## src/brs_pkg.sv

```systemverilog
// shared types and constants of the bilinear rgb sampler
package brs_pkg;

  localparam int unsigned MaxWidth   = 256;
  localparam int unsigned MaxHeight  = 256;
  localparam int unsigned FracBits   = 8;

  localparam int unsigned ColW       = $clog2(MaxWidth);
  localparam int unsigned RowW       = $clog2(MaxHeight);
  localparam int unsigned BankAw     = (ColW - 1) + (RowW - 1);
  localparam int unsigned BankDepth  = 2 ** BankAw;
  localparam int unsigned NumBanks   = 4;

  localparam int unsigned CoordW     = 17;
  localparam int unsigned IntW       = CoordW - 1 - FracBits;
  localparam int unsigned ChanW      = 8;
  localparam int unsigned NumChan    = 3;
  localparam int unsigned CfgW       = 9;

  localparam int unsigned FifoDepth  = 4;
  localparam int unsigned FifoPtrW   = $clog2(FifoDepth);
  localparam int unsigned FifoCntW   = FifoPtrW + 1;

  typedef logic [NumChan-1:0][ChanW-1:0] pixel_t;

  typedef enum logic [0:0] {
    FuncWrite  = 1'b0,
    FuncSample = 1'b1
  } func_e;

  typedef enum logic [0:0] {
    RegWidth  = 1'b0,
    RegHeight = 1'b1
  } reg_idx_e;

  typedef struct packed {
    logic            en;
    logic [ColW-1:0] col;
    logic [RowW-1:0] row;
    pixel_t          data;
  } store_wr_t;

  typedef struct packed {
    logic [IntW:0] x0;
    logic [IntW:0] x1;
    logic [IntW:0] y0;
    logic [IntW:0] y1;
  } store_rd_t;

  typedef struct packed {
    pixel_t color;
    logic   in_range;
  } result_t;

  typedef struct packed {
    logic empty;
    logic full;
  } fifo_status_t;

endpackage

```

## src/brs_result_fifo.sv

```systemverilog
// small result queue between the blend pipeline and the output stream
module brs_result_fifo import brs_pkg::*; (
  input  logic         clk_i,
  input  logic         rst_ni,
  input  logic         push_i,
  input  result_t      data_i,
  input  logic         pop_i,
  output logic         valid_o,
  output result_t      data_o,
  output fifo_status_t status_o
);

  result_t             entries_q [FifoDepth];
  logic [FifoPtrW-1:0] wr_ptr_q, wr_ptr_d;
  logic [FifoPtrW-1:0] rd_ptr_q, rd_ptr_d;
  logic [FifoCntW-1:0] cnt_q, cnt_d;

  always_comb begin
    wr_ptr_d = push_i ? wr_ptr_q + FifoPtrW'(1) : wr_ptr_q;
    rd_ptr_d = pop_i  ? rd_ptr_q + FifoPtrW'(1) : rd_ptr_q;
    cnt_d    = cnt_q + FifoCntW'(push_i) - FifoCntW'(pop_i);
  end

  always_ff @(posedge clk_i or negedge rst_ni) begin
    if (!rst_ni) begin
      wr_ptr_q <= '0;
      rd_ptr_q <= '0;
      cnt_q    <= '0;
    end else begin
      wr_ptr_q <= wr_ptr_d;
      rd_ptr_q <= rd_ptr_d;
      cnt_q    <= cnt_d;
    end
  end

  always_ff @(posedge clk_i) begin
    if (push_i) begin
      entries_q[wr_ptr_q] <= data_i;
    end
  end

  assign valid_o        = (cnt_q != '0);
  assign data_o         = entries_q[rd_ptr_q];
  assign status_o.empty = (cnt_q == '0);
  assign status_o.full  = (cnt_q == FifoCntW'(FifoDepth));

endmodule

```

## config.mk

```make
export PLATFORM = sky130hd
export DESIGN_NAME = brs_result_fifo
export DESIGN_NICKNAME = d
export VERILOG_FILES = /design/src/brs_pkg.sv /design/src/brs_result_fifo.sv
export SDC_FILE = /design/constraint.sdc
export NUM_CORES = 1
export LEC_CHECK = 0
export ABC_CLOCK_PERIOD_IN_PS = 3400
export BUFFER_PORTS_ARGS = -buffer_cell sky130_fd_sc_hd__buf_2
export CAP_MARGIN = 5
export CELL_PAD_IN_SITES_DETAIL_PLACEMENT = 2
export CELL_PAD_IN_SITES_GLOBAL_PLACEMENT = 2
export CORE_UTILIZATION = 47
export CTS_CLUSTER_SIZE = 40
export DETAILED_ROUTE_END_ITERATION = 7
export PLACE_DENSITY = 0.94
export SLEW_MARGIN = 20
export SYNTH_ARGS = -nofsm -noshare
export SYNTH_HDL_FRONTEND = slang
export SYNTH_SLANG_ARGS = --single-unit
```

## constraint.sdc

```tcl
create_clock -name clk_i -period 3.4 [get_ports clk_i]
set_input_delay 0.34 -clock clk_i [delete_from_list [all_inputs] [get_ports clk_i]]
set_output_delay 0.34 -clock clk_i [all_outputs]
set_load 0.02 [all_outputs]
```

# After elaboration in Yosys (flattened, before gate mapping)
# Memory sizes are Yosys's and may differ from the RTL's.
# Cells that the tools add are included.
[word_totals]
word_cells = 13
mem_count = 1
in_bits = 29
ramBits = 100
reg_bits = 7
[mem_list]
columns = ["name", "words", "word_bits", "rd", "rd_ports_with_merged_regs", "wr", "line_no", "text"]
rows = [
  ["entries_q", 4, 25, 1, 0, 1, "brs_result_fifo.sv:13", "result_t entries_q [FifoDepth];"],
]
[op_classes]
muxes = 2
add_sub_neg = 4
reduce_logical = 2
n_eq_ne = 1
[ops]
columns = ["cell", "count"]
rows = [
  ["adder 2 x 1 -> 2 bit (second input constant)", 2],
  ["adder 3 x 1 -> 3 bit", 1],
  ["== test 3 bit (second input constant)", 1],
  ["logical NOT 3 bit", 1],
  ["nonzero test 3 bit", 1],
  ["subtractor 3 x 1 -> 3 bit", 1],
  ["two-way mux 1 bit", 2],
]

# Longest topological paths before layout
# Gate-level depths: netlist of run 1.
[logic_depth]
depth_word = 2
depth_mapped = 7

# Least setup slack after synthesis of run 1
# Ideal clock, no wire load.
[synth_timing]
path_kind = "register to register"
startpoint = "register wr_ptr_q[0]"
endpoint = "memory entries_q[2][0] (netlist name), enable pin"
setup_time_ns = 0.384
arrival_ns = 1.248
slack_ns = 1.768
path_stages_with_launch = 4
synth_period_minus_slack_ns = 1.632
path_cell_list = "dfrtp_1 inv_1 ha_1 and2_1"
[synth_lines]
columns = ["element", "line_no", "text"]
rows = [
  ["start, declared", "brs_result_fifo.sv:14", "logic [FifoPtrW-1:0] wr_ptr_q, wr_ptr_d;"],
  ["start signal, assigned", "brs_result_fifo.sv:30", "wr_ptr_q <= wr_ptr_d;"],
  ["end, declared", "brs_result_fifo.sv:13", ""],
]
# No word-level cell before the write port.

==> results of run 1 <==
path summary, 6_finish.rpt:
check / start / to / slack [ns]
hold / removal: data_i[0] / entries_q[0][0]$_DFFE_PP_ / 0.18
max in group asynchronous: rst_ni / rd_ptr_q[0]$_DFFE_PN0P_ / 2.89
setup reg to reg: wr_ptr_q[0]$_DFFE_PN0P_ / entries_q[2][13]$_DFFE_PP_ / 1.50
hold reg to reg: cnt_q[2]$_DFF_PN0_ / cnt_q[2]$_DFF_PN0_ / 0.50
min in group asynchronous: rst_ni / cnt_q[0]$_DFF_PN0_ / 0.32
setup / recovery: rd_ptr_q[0]$_DFFE_PN0P_ / data_o[24] / 0.87
where the power goes:
part | leakage, nW | internal (mW) | total, mW | switching, mW
Clock | 0.0995 | 0.286 | 0.727 | 0.442
Sequential | 1.00 | 1.73 | 1.94 | 0.209
Combinational | 0.573 | 0.541 | 1.24 | 0.694
through the flow:
step / setup slack [ns] / std cells / power, mW / util
global route: 0.685 / 343 / 4.11 / 0.561
finish: 0.866 / 343 / 3.90 / 0.561
global placement: 1.27 / 326 / 3.13 / 0.537
CTS: 0.781 / 343 / 3.97 / 0.561
floorplan: 1.77 / 166 / 2.82 / -
detailed placement: 1.20 / 326 / 3.24 / 0.537
cells by family after synthesis:
family,after synthesis,synth area share
muxes,25,0.146
AOI/OAI and AO/OA,1,0.00123
DFF,107,0.785
buffers and inverters,13,0.0229
and+or+nand+nor,8,0.0111
adders and majority gates,7,0.0235
xor gates and xnor gates,5,0.0108
area by class of cell:
class                      count  share of cell area
clock inverter                 7              0.0140
clock buffer                   9              0.0267
multi-input combinational     46               0.168
timing repair buffer          62              0.0708
inverter                       7             0.00567
sequential                   107               0.686
tap                          105              0.0284
routing by layer:
| layer | global-route usage | up-vias |
|---|---|---|
| li1 | - | 815 |
| met1 | 0.258 | 983 |
| met2 | 0.341 | 48 |
| met3 | 0.0548 | 7 |
| met4 | 0.0568 | 0 |
| met5 | 0 | - |
cell usage after synthesis:
cell type | n | share of area
and2_1 | 4 | 0.0062
and3_1 | 1 | 0.0015
buf_12 | 2 | 0.0099
buf_2 | 3 | 0.0037
buf_6 | 1 | 0.0028
dfrtp_1 | 7 | 0.043
edfxtp_1 | 100 | 0.74
fa_1 | 1 | 0.0049
ha_1 | 6 | 0.019
inv_1 | 7 | 0.0065
mux4_1 | 7 | 0.045
mux4_2 | 18 | 0.10
nand2_1 | 2 | 0.0019
o21ai_0 | 1 | 0.0012
or3_1 | 1 | 0.0015
xnor2_1 | 2 | 0.0043
xor2_1 | 3 | 0.0065
worst reg2reg max path, cell delays in order, from the launching register on:
cell,delay (ns)
dfrtp_1,0.46
inv_1,0.12
ha_1,0.15
and2_1,0.45
buf_4,0.40
repair_timing:
action                    CTS  global route
hold endpoints to repair    7             0
gates resized for setup     0             0
hold buffers                1             0
flip-flops by register name, indices dropped and copies added (netlist names):
| signal | count |
|---|---|
| cnt_q | 3 |
| wr_ptr_q | 2 |
| rd_ptr_q | 2 |
| entries_q | 100 |
==> flow_metrics.py, run 1 <==
metrics = {
    "run_status": {
        "status": "complete, no violations",
    },
    "sta": {
        "final-hold-violation-count": 0,
        "report.final.slew_viol_count": 0,
        "finalSetupViolations": 0,
        "finalCriticalPeriod_ns": 2.53,
        "skew_ns": 0.0110,
        "setup_tns_ns": 0,
        "worst_hold_slack_ns": 0.183,
        "rsz0062_at_grt": "no",
        "clock.fmax_ghz": 0.395,
        "tightest_slew_ns": 0.866,
        "timing.final.crit_share": 0.745,
        "maxSlewHeadroom": 0.422,
    },
    "cells_and_area": {
        "fin_area_um2": 4630,
        "drive_gt1_frac": 0.403,
        "num-nets-final": 269,
        "layout_common_cells": "edfxtp_1 (100), buf_2 (56), mux4_2 (18)",
        "layout.area.seq_um2": 3180,
        "multi_input_area_um2": 778,
        "synthToLayoutAreaGrowth_pct": 14.4,
        "num_antenna_cells": 0,
        "fill_cells": 675,
        "layout_commonest_cell": "edfxtp_1",
    },
    "worst_setup_path": {
        "worst-path-max-fanout": 27,
        "crit_cells": 2,
        "critPathRequiredTime_ns": 3.06,
        "cpLargestDelayFamily": "flip-flops",
        "worstPathCellList": "mux4_1, buf_2",
        "crit_arrival_ns": 2.19,
        "reg2regPathDepth": 4,
        "critPathBufInv": 1,
        "cp_slowest_cell": "dfrtp_2",
        "endpoint_kind": "primary output",
        "critPathKind": "register to primary output",
        "cp_slowest_stage_delay_ns": 0.95,
        "cp-start-kind": "register",
    },
    "routing": {
        "vias": 1853,
        "avgRoutedWirePerCell_um": 23.3,
        "dr.max_layer_used": "met4",
        "drt_pass1_iterations": 4,
        "drt-initial-drc-count": 73,
        "met1_length_mm": 3.41,
        "wl_met2_mm": 4.19,
        "viasPerCell": 5.40,
        "dr_wl_met3_um": 323,
        "ant_nets": 0,
        "drc_errors": 0,
        "drt_wl_total_mm": 8.00,
    },
    "grt": {
        "grt_max_degree": 28,
        "antenna_found_initial": 0,
        "grt_usage": 0.202,
        "grt-ovfl-total": 0,
        "grt_pass1_vias": 2063,
        "grt_pass1_wl_mm": 12.2,
    },
    "clock_network": {
        "cts-root-buf": "clkbuf_8",
        "clock_sinks": 107,
        "cts_buffers": 9,
        "htreeDepth": 3,
        "clk_pin_slew_ns": 0.11,
        "cts_setup_buffers": 0,
        "cts.path.max_buffers": 2,
        "cts_tree": "yes",
        "insertion_delay_ns": 0.37,
    },
    "min_path": {
        "min_delay_path_depth": 1,
        "hp-class": "primary input to register",
    },
    "floorplan": {
        "num_io_pins": 57,
        "initial_core_util": 0.490,
        "die_h_um": 94.8,
        "rows": 33,
        "design.die.area_um2": 8990,
        "die_w_um": 94.8,
        "core_um2": 8260,
    },
    "placed_design": {
        "port_buffers": 56,
        "place.gp.congestion": 0.687,
        "dp_hpwl_mm": 5.70,
        "place_area_um2": 4430,
    },
    "yosys": {
        "synth_area_um2": 4050,
        "yosysWarningCount": 0,
        "synth-seq-cells": 107,
        "synth_cell_types": 17,
        "synth.avg_cell_area_um2": 24.4,
        "seq_area_frac_synth": 0.785,
        "netlist_instances": 166,
        "syn_nets": 202,
    },
    "job": {
        "drv_cap": 0,
    },
    "pwr": {
        "vdd_drop_max_mv": 0.493,
        "p_leak_nw": 1.67,
        "powerDensity_nw_per_um2": 843,
    },
}
Note: power is estimated with default switching activity, not from simulation.
==> run 2: changes to the inputs <==
ABC_CLOCK_PERIOD_IN_PS = 2500   (was 3400)
CORE_UTILIZATION = 44   (was 47)
PLACE_DENSITY = 0.89   (was 0.94)
clock period = 2.5 ns   (was 3.4 ns; I/O delays follow)
==> run 2 against run 1 <==
Compared with the run above: largest cell class unchanged; the run now ends with design-rule violations left; sequential cell count unchanged; sequential share of layout area is 1.3 points lower; combinational power rose by 52%; register-to-register slack got worse by 0.75 ns; cell area rose by 1.9%; via count grew 0.54%; first-iteration DRC count increased by 37%; worst hold slack worse by 0.091 ns; setup slack worse by 0.49 ns; utilization fell by 2.5 points; critical path type unchanged; critical path depth increased by 1; cell count increased by 1.7%.
==> flow_metrics.py, run 2 (synthesis gave the netlist of run 1 again) <==
metrics = {
    "run_status": {
        "status": "finished, violations left",
        "violations": "design-rule violations",
    },
    "min_path": {
        "hp-start": "data_i[23]",
        "min_delay_path_depth": 1,
        "hp-class": "primary input to register",
    },
    "sta": {
        "timing.final.crit_share": 0.851,
        "tightest_slew_ns": 0.384,
        "final-hold-violation-count": 0,
        "finalSetupViolations": 0,
        "finalCriticalPeriod_ns": 2.13,
        "report.final.slew_viol_count": 0,
        "skew_ns": 0.00784,
        "clock.fmax_ghz": 0.470,
        "setup_tns_ns": 0,
        "rsz0062_at_grt": "no",
        "maxSlewHeadroom": 0.744,
    },
    "placed_design": {
        "place_area_um2": 4470,
        "port_buffers": 56,
        "place.gp.congestion": 0.681,
        "dp_hpwl_mm": 5.79,
    },
    "routing": {
        "drt_wl_total_mm": 8.43,
        "drt_pass1_iterations": 6,
        "viasPerCell": 5.34,
        "drt-initial-drc-count": 100,
        "vias": 1863,
        "drc_errors": 6,
        "ant_nets": 0,
        "avgRoutedWirePerCell_um": 24.2,
    },
    "cells_and_area": {
        "layout_common_cells": "edfxtp_1 (100), buf_2 (56), mux4_2 (18)",
        "layout_commonest_cell": "edfxtp_1",
        "fin_area_um2": 4720,
        "largest-register": "entries_q",
        "drive_gt1_frac": 0.407,
        "reg_top3": "entries_q x100, cnt_q x3",
        "largest_register_ff_count": 100,
        "num_antenna_cells": 0,
        "fill_cells": 716,
        "final_util": 0.536,
        "synthToLayoutAreaGrowth_pct": 16.6,
        "num-nets-final": 272,
    },
    "worst_setup_path": {
        "rrSetupSlack_ns": 0.75,
        "cp-start-kind": "register",
        "endpoint_kind": "primary output",
        "setup.worst_path.start": "rd_ptr_q[0]$_DFFE_PN0P_",
        "crit_cells": 3,
        "critPathKind": "register to primary output",
        "crit_arrival_ns": 1.88,
        "worstPathCellList": "buf_12, mux4_1, buf_2",
        "reg2regPathDepth": 7,
        "worst-path-max-fanout": 22,
        "r2r-start": "cnt_q[0]$_DFF_PN0_",
        "critPathRequiredTime_ns": 2.25,
        "reg2reg_to": "cnt_q[2]$_DFF_PN0_",
        "critPathBufInv": 2,
        "cp_slowest_stage_delay_ns": 0.57,
        "cp_slowest_cell": "mux4_1",
        "endpoint": "data_o[24]",
        "cpLargestDelayFamily": "multiplexers",
    },
    "grt": {
        "grt_pass1_wl_mm": 13.2,
        "grt_usage": 0.193,
        "grt_max_degree": 23,
        "grt_pass1_vias": 2225,
        "grt-ovfl-total": 0,
        "antenna_found_initial": 0,
    },
    "clock_network": {
        "cts-root-buf": "clkbuf_8",
        "insertion_delay_ns": 0.37,
        "clk_pin_slew_ns": 0.10,
        "cts.path.max_buffers": 2,
        "htreeDepth": 3,
        "cts_tree": "yes",
        "cts_buffers": 9,
        "ctsResizeCount": 0,
        "clock_sinks": 107,
    },
    "floorplan": {
        "design.die.area_um2": 9590,
        "initial_core_util": 0.460,
        "die_h_um": 97.9,
        "die_w_um": 97.9,
        "rows": 34,
        "core_um2": 8810,
        "num_io_pins": 57,
    },
    "pwr": {
        "p_leak_nw": 1.71,
        "powerDensity_nw_per_um2": 1200,
        "vdd_drop_max_mv": 0.400,
    },
    "job": {
        "drv_cap": 0,
    },
}
[run 2: worst reg2reg max path, delay by kind of cell, from the launching register on]
| kind | cells | cell delay [ns] |
|---|---|---|
| fa+ha+maj | 3 | 0.86 |
| xor+xnor | 2 | 0.37 |
| flops | 1 | 0.35 |
| buf+inv | 2 | 0.09 |
[run 2: area by class of cell]
| type | count | area, um^2 | area share |
|---|---|---|---|
| multi-input combinational | 46 | 778 | 0.165 |
| timing repair buffer | 65 | 363 | 0.0769 |
| clock buffer | 10 | 128 | 0.0270 |
| tap | 108 | 135 | 0.0286 |
| sequential | 107 | 3180 | 0.673 |
| inverter | 7 | 26.3 | 0.00557 |
| clock inverter | 6 | 111 | 0.0236 |
[run 2: what timing repair did]
item | 4_1_cts | 5_1_grt
setup endpoints to repair | 0 | 0
setup buffers | 0 | 0
hold endpoints to repair | 7 | 0
hold buffers | 1 | 0
[run 2: power breakdown]
part	leakage [nW]	internal [mW]	switching (mW)	total, mW
Clock	0.117	0.668	0.577	1.24
Combinational	0.593	0.781	1.10	1.88
Sequential	1.00	2.36	0.165	2.52
[run 2: how the worst min path moves through the flow]
| stage | endpoint |
|---|---|
| after floorplan | cnt_q[0]$_DFF_PN0_ |
| after global placement | cnt_q[0]$_DFF_PN0_ |
| after detailed placement | rd_ptr_q[1]$_DFFE_PN0P_ |
| after CTS | entries_q[0][23]$_DFFE_PP_ |
| after global routing | entries_q[1][20]$_DFFE_PP_ |
| final | entries_q[3][23]$_DFFE_PP_ |
[run 2: routing by layer]
layer	up-vias	part of all wire	GRT usage
li1	821	-	-
met1	971	0.42	0.238
met2	62	0.53	0.340
met3	9	0.045	0.0494
met4	0	0.0095	0.0478
met5	-	0	0
[run 2: metrics by stage]
stage               total power [mW]  setup WS, ns  hold WS, ns  std cells
floorplan                       3.84         0.868      -0.0456        166
global placement                4.32         0.768       0.0957        332
detailed placement              4.48         0.740        0.106        332
CTS                             5.73         0.329       0.0765        349
global route                    5.91         0.257       0.0833        349
finish                          5.64         0.372       0.0921        349
